### config.mk
export PLATFORM = sky130hd
export DESIGN_NAME = spq_cell
export DESIGN_NICKNAME = d
export VERILOG_FILES = /design/src/design/spq_pkg.sv /design/src/design/spq_cell.sv
export SDC_FILE = /design/constraint.sdc
export NUM_CORES = 1
export LEC_CHECK = 0
export BUFFER_PORTS_ARGS = -buffer_cell sky130_fd_sc_hd__buf_4
export CAP_MARGIN = 20
export CORE_ASPECT_RATIO = 0.8
export CORE_MARGIN = 5
export CORE_UTILIZATION = 45
export CTS_CLUSTER_SIZE = 8
export DETAILED_ROUTE_END_ITERATION = 10
export PLACE_DENSITY = 0.84
export SLEW_MARGIN = 5
export SYNTH_ARGS = -nofsm -noshare
export SYNTH_HDL_FRONTEND = slang
export SYNTH_SLANG_ARGS = --single-unit
### constraint.sdc
create_clock -name clk -period 5.1 [get_ports clk]
set_clock_uncertainty 0.2 [all_clocks]
set_input_delay 0.51 -clock clk [delete_from_list [all_inputs] [get_ports clk]]
set_output_delay 0.51 -clock clk [all_outputs]
set_load 0.05 [all_outputs]
### src/design/spq_pkg.sv
`default_nettype none
package spq_pkg;

  localparam int DEPTH_DEF = 64;
  localparam int CAP_W     = 7;
  localparam int OP_W      = 2;
  localparam int PRIO_W    = 16;
  localparam int PAY_W     = 32;
  localparam int ST_W      = 2;
  localparam int CNTO_W    = 7;

  localparam logic [OP_W-1:0] OP_ENQ  = 2'd0;
  localparam logic [OP_W-1:0] OP_DEQ  = 2'd1;
  localparam logic [OP_W-1:0] OP_PEEK = 2'd2;

  localparam logic [ST_W-1:0] ST_OK    = 2'd0;
  localparam logic [ST_W-1:0] ST_FULL  = 2'd1;
  localparam logic [ST_W-1:0] ST_EMPTY = 2'd2;

  localparam logic [CAP_W-1:0] CAP_RESET = 7'd64;

  typedef struct packed {
    logic              ins;
    logic              pop;
    logic [PRIO_W-1:0] prio;
    logic [PAY_W-1:0]  payload;
  } cell_cmd_t;

endpackage
`default_nettype wire

### src/design/spq_cell.sv
`default_nettype none
module spq_cell import spq_pkg::*; #(
  parameter int DEPTH = DEPTH_DEF,
  parameter int IDX   = 0
) (
  input  wire logic                       clk,
  input  wire cell_cmd_t                  cmd,
  input  wire logic [$clog2(DEPTH+1)-1:0] count,
  input  wire logic                       left_gt,
  input  wire logic [PRIO_W-1:0]          left_prio,
  input  wire logic [PAY_W-1:0]           left_payload,
  input  wire logic [PRIO_W-1:0]          right_prio,
  input  wire logic [PAY_W-1:0]           right_payload,
  output logic                            gt,
  output logic [PRIO_W-1:0]               prio,
  output logic [PAY_W-1:0]                payload
);

  localparam int CNT_W = $clog2(DEPTH+1);

  logic [PRIO_W-1:0] prio_r, prio_nxt;
  logic [PAY_W-1:0]  payload_r, payload_nxt;
  logic              occ;

  // occupied cells form a sorted prefix, so gt is a thermometer along the row
  assign occ = count > CNT_W'(IDX);
  assign gt  = !occ || (prio_r > cmd.prio);

  always_comb begin
    prio_nxt    = prio_r;
    payload_nxt = payload_r;
    if (cmd.pop) begin
      prio_nxt    = right_prio;
      payload_nxt = right_payload;
    end else if (cmd.ins && gt) begin
      if (left_gt) begin
        prio_nxt    = left_prio;
        payload_nxt = left_payload;
      end else begin
        prio_nxt    = cmd.prio;
        payload_nxt = cmd.payload;
      end
    end
  end

  always_ff @(posedge clk) begin
    prio_r    <= prio_nxt;
    payload_r <= payload_nxt;
  end

  assign prio    = prio_r;
  assign payload = payload_r;

endmodule
`default_nettype wire
==> results.toml, run 1 <==
[run_status]
status = "complete, no violations"

[floorplan]
num_rows = 26
fp.dieH_um = 81.54
die-area_mm2 = 0.008107
ios = 204
start_util_pct = 45.62
core_area_mm2 = 0.006311
die_w_um = 99.43

[pwr]
swShare_pct = 33.11
pwr-share-seq_pct = 41.7
p_switching_uw = 400.6
internal-power_uw = 809.2
total_power_mw = 1.210
clockPowerShare_pct = 21.0
p_leak_nw = 2.247
power_per_cell_area_mw_per_mm2 = 266.0
pwr-share-comb_pct = 37.3
vdd_drop_max_mv = 0.1840

[worst_setup_path]
r2r_end = "payload[12]"
cp-start-kind = "flip-flop"
worstPathArrival_ns = 2.23
reg2regPathDepth = 7
required_ns = 4.39
path_class = "flip-flop to output port"
critPathCaptureType = "output port"
r2r_setup_slack_ns = 2.26
critPathMaxFanout = 3
rr_startpoint = "prio[15]"

[placed_design]
routabilityCongestion = 0.8850
port_buffers = 203
dp_hpwl_um = 7120
dp_slack_ns = 1.746

[yosys]
ys_types = 24
syn_avg_cell_area_um2 = 10.62
synthCells = 271
synth-edff-count = 48
yosys-top-cells-count = "51 x nand2_1, 51 x o21ai_0, 48 x edfxtp_1, 48 x mux2i_1"
synth_top_area_share_pct = 50.07
syn-num-nets = 442
ys.flop_type = "edfxtp_1"
async_reset_ff_share_pct = 0
synthTopCellsByArea = "edfxtp_1 50%, mux2i_1 17%, o21ai_0 8.9%, ha_1 7.0%, nand2_1 6.6%"
yosysSeqAreaShare_pct = 50.07
synth-seq-cells = 48
yosys.area.top_type = "edfxtp_1"
synth_area_mm2 = 0.002879
yosys_warnings = 0

[clocking]
cts_resized = 0
clk_pin_slew_ns = 0.08
cts-root-buf = "clkbuf_8"
cts_made_buffers = 5
htree_num_levels = 2
clk_latency_ns = 0.29
post_cts_buffers = 0
cts_hold_buffers = 0
cts.sinks = 48
clock_path_buffers = 2
cts_tree = "done"

[global_route]
grt_pass1_vias = 2759
grt_usage_pct = 20.61
antenna_found_initial = 0
grt_overflow = 0
grt_max_degree = 98
grt_pass1_wl_um = 13050

[sta]
fmax_mhz = 340.3
rsz0062_at_grt = "false"
worst_pin_slew_ns = 0.7968
final-setup-viol-count = 0
period_needed_ns = 2.938
slew_headroom_pct = 46.88
finalCritPeriodShare_pct = 57.62
hold_viol_final = 0
holdWs_ns = 0.2933
drv_slew = 0
tns_ns = 0
fin_ws_ns = 2.162

[cells_and_area]
syn_to_final_growth_pct = 57.97
diodes = 0
layout-drive-gt1-share_pct = 46.55
register_area_mm2 = 0.001441
fillers = 462
multiInputGateArea_mm2 = 0.001299
nets = 636
finish.utilization_pct = 72.07

[drt]
detail_route.wl_per_cell_um = 15.94
drc = 0
via_count = 2674
via_per_inst = 4.880
postRouteAntennaNets = 0
drt_pass1_iterations = 4
dr.first_iter.drc_count = 58
wl_um = 8733

[hold_path]
hp-class = "input port to flip-flop"
holdPathStages = 3
min-delay-start = "right_payload[17]"
hold_path_end = "payload[17]"

[flow_run]
max_cap_viol_count = 0
-- registers in the layout, indices dropped and copies added (netlist names) --
register	count
payload	32
prio	16
-- cell usage in the layout (no fill, tap or decap), drive strengths merged --
cell    instances
buf           204
a21o            2
nor4            2
o21ai          51
edfxtp         48
nand2          51
ha             16
and2            1
nand4           3
a21boi          1
nor2b           1
a21oi           8
o31a            1
inv            16
clkbuf          5
or2             1
bufinv          1
or4             1
mux2i          48
nand3           1
nor2            1
a21bo           1
-- power by group through the flow --
stage	logic [mW]	registers [mW]	clock network, mW
floorplan	0.111	0.664	0
detailed placement	0.450	0.515	0
global placement	0.441	0.513	0
CTS	0.450	0.506	0.263
global route	0.480	0.510	0.282
finish	0.451	0.505	0.254
-- metrics by stage --
step                cells  cell area, um2
floorplan             271            2879
global placement      541            4429
detailed placement    541            4429
CTS                   547            4528
global route          548            4548
finish                548            4548
-- kinds of logic after synthesis --
group / synth area share [%]
AO/OA/AOI/OAI: 11.86
flip-flops: 50.07
adder cells (fa/ha/maj): 6.953
buffers and inverters: 4.824
multiplexers: 16.69
AND/OR/NAND/NOR: 9.604
-- metal layers --
metal  global-route usage [%]  share of wire (%)  routed length [um]
met5                        0                  0                   0
met4                    6.139                1.6                 139
met2                    37.87                 51                4473
met3                    7.725                 11                 976
met1                    22.34                 36                3144
-- critical path, cell delays in order (launching register included) --
cell,delay [ns]
edfxtp_1,0.40
ha_1,0.34
nand4_2,0.16
nor4_2,0.36
nand4_1,0.14
o31a_1,0.13
or2_1,0.22
buf_4,0.19
-- how the worst max path moves through the flow --
stage,from,end,slack [ns],cells past startpoint
finish,prio[15],gt,2.16,7
global route,prio[15],gt,1.98,7
CTS,prio[15],prio[12],1.94,6
detailed placement,cmd[47],payload[17],1.75,8
global placement,cmd[47],payload[13],1.82,8
floorplan,prio[15],payload[0],1.75,6
-- final cells by class --
cell class	instances	area share, %
flip-flops and latches	48	31.69
clock buffers	5	1.513
multi-input cells	190	28.56
inverters	16	1.320
repair buffers	204	33.95
well taps	84	2.311
clock inverters	1	0.6602
Note: power is estimated with default switching activity, not from simulation.
==> run 2: changes to the inputs <==
- CORE_UTILIZATION: 45 -> 37
- PLACE_DENSITY: 0.84 -> 0.73
- clock period: 5.1 -> 2.41 ns (I/O delays scaled with it)
==> results.toml, run 2 (same netlist as run 1, synthesis figures left out) <==
[floorplan]
core_area_mm2 = 0.007497
start_util_pct = 38.40
ios = 204
die_w_um = 108.6
fp.dieH_um = 88.90
num_rows = 28
die-area_mm2 = 0.009656

[sta]
fin_ws_ns = -0.1664
finalCritPeriodShare_pct = 106.9
hold_viol_final = 0
holdWs_ns = 0.01705
drv_slew = 0
period_needed_ns = 2.576
rsz0062_at_grt = "true"
tns_ns = -4.146
worst_pin_slew_ns = 0.5001
slew_headroom_pct = 66.66
final-setup-viol-count = 49
fmax_mhz = 388.1

[global_route]
antenna_found_initial = 0
grt_pass1_vias = 2856
grt_pass1_wl_um = 13360
grt_usage_pct = 18.02
grt_max_degree = 59
grt_overflow = 0

[hold_path]
hp-class = "input port to flip-flop"

[cells_and_area]
register_area_mm2 = 0.001441
fillers = 655
fin_area_mm2 = 0.004748
finish.utilization_pct = 63.33
syn_to_final_growth_pct = 64.93
layout-drive-gt1-share_pct = 48.11
largest_reg_flops = 32
nets = 646
diodes = 0
mostFrequentLayoutCell = "buf_4"
final_cells = 581
multiInputGateArea_mm2 = 0.001343
mostFrequentLayoutCells = "207 x buf_4, 51 x nand2_1, 50 x o21ai_0, 48 x mux2i_1, 48 x edfxtp_1"

[run_status]
status = "finished, violations left"
violations = "negative setup slack"

[clocking]
cts.sinks = 48
cts_hold_buffers = 0
cts-root-buf = "clkbuf_8"
clk_latency_ns = 0.30
htree_num_levels = 2
clk_pin_slew_ns = 0.09
cts_made_buffers = 5
cts_tree = "done"
clock_path_buffers = 2

[drt]
wl_um = 9208
detail_route.wl_per_cell_um = 15.85
dr.first_iter.drc_count = 101
drc = 0
via_count = 2723
postRouteAntennaNets = 0
via_per_inst = 4.687
drt_pass1_iterations = 4

[pwr]
power_per_cell_area_mw_per_mm2 = 537.9
total_power_mw = 2.554
vdd_drop_max_mv = 0.2294
p_leak_nw = 2.314

[placed_design]
dp_slack_ns = 0.008807
port_buffers = 203
dp.cells = 567
dp_hpwl_um = 7533
routabilityCongestion = 0.8102
dpl-instance-area_mm2 = 0.004562

[worst_setup_path]
cp-start-kind = "flip-flop"
worstPathArrival_ns = 2.14
cp_num_buf_inv = 1
path_class = "flip-flop to output port"
slowest_delay_ns = 0.40
required_ns = 1.97
crit_slowest_cell = "edfxtp_1"
critPathMaxFanout = 2
critPathCaptureType = "output port"
path_cells = "ha_1, a21oi_1, o21ai_0, a21o_2, o31a_1, or2_1, buf_6"
crit_family = "compound AO/OA/AOI/OAI gates"

[flow_run]
max_cap_viol_count = 0
-- run 2: cell count changes in the layout (fill, tap and decap cells not counted), moves of 2 or more --
cell and change:
buf_4 +4, ha_1 -3, ha_4 +3, buf_12 +2, buf_6 +2
-- run 2: power breakdown --
| group | switching, mW | leakage (nW) | internal (mW) |
|---|---|---|---|
| registers | 0.0361 | 0.485 | 1.04 |
| logic | 0.588 | 1.79 | 0.427 |
| clock network | 0.266 | 0.0388 | 0.202 |
| total | 0.890 | 2.31 | 1.66 |
-- run 2: repair_timing --
action,CTS,global route
cloned,1,2
gates resized for setup,3,1
setup buffers,3,0
endpoints found under the setup margin,16,49
pin swaps,3,3
-- run 2: metal layers --
layer	vias up	global-route usage [%]	wire length, um
li1	1379	-	-
met1	1212	19.76	3283
met2	125	31.80	4633
met3	7	8.736	1214
met4	0	4.243	76
met5	-	0	0
-- run 2: final cells by class --
class | count | area share (%)
Multi-Input combinational cell | 190 | 28.27
Sequential cell | 48 | 30.36
Inverter | 16 | 1.265
Timing Repair Buffer | 214 | 35.57
Clock inverter | 2 | 0.2372
Tap cell | 105 | 2.767
Clock buffer | 6 | 1.528
-- run 2: worst paths after layout --
| kind | start | to | slack (ns) | cells past startpoint |
|---|---|---|---|---|
| max reg2reg | prio[11] | prio[6] | -0.09 | 8 |
| max | prio[7] | gt | -0.17 | 7 |
| min reg2reg | prio[3] | payload[26] | 1.25 | 7 |
| min | right_payload[1] | payload[1] | 0.02 | 3 |
-- run 2: worst min-delay path, delay by kind of cell --
kind            cells  cell delay, ns
compound gates      1            0.05
buf+inv             1            0.07
simple gates        1            0.04
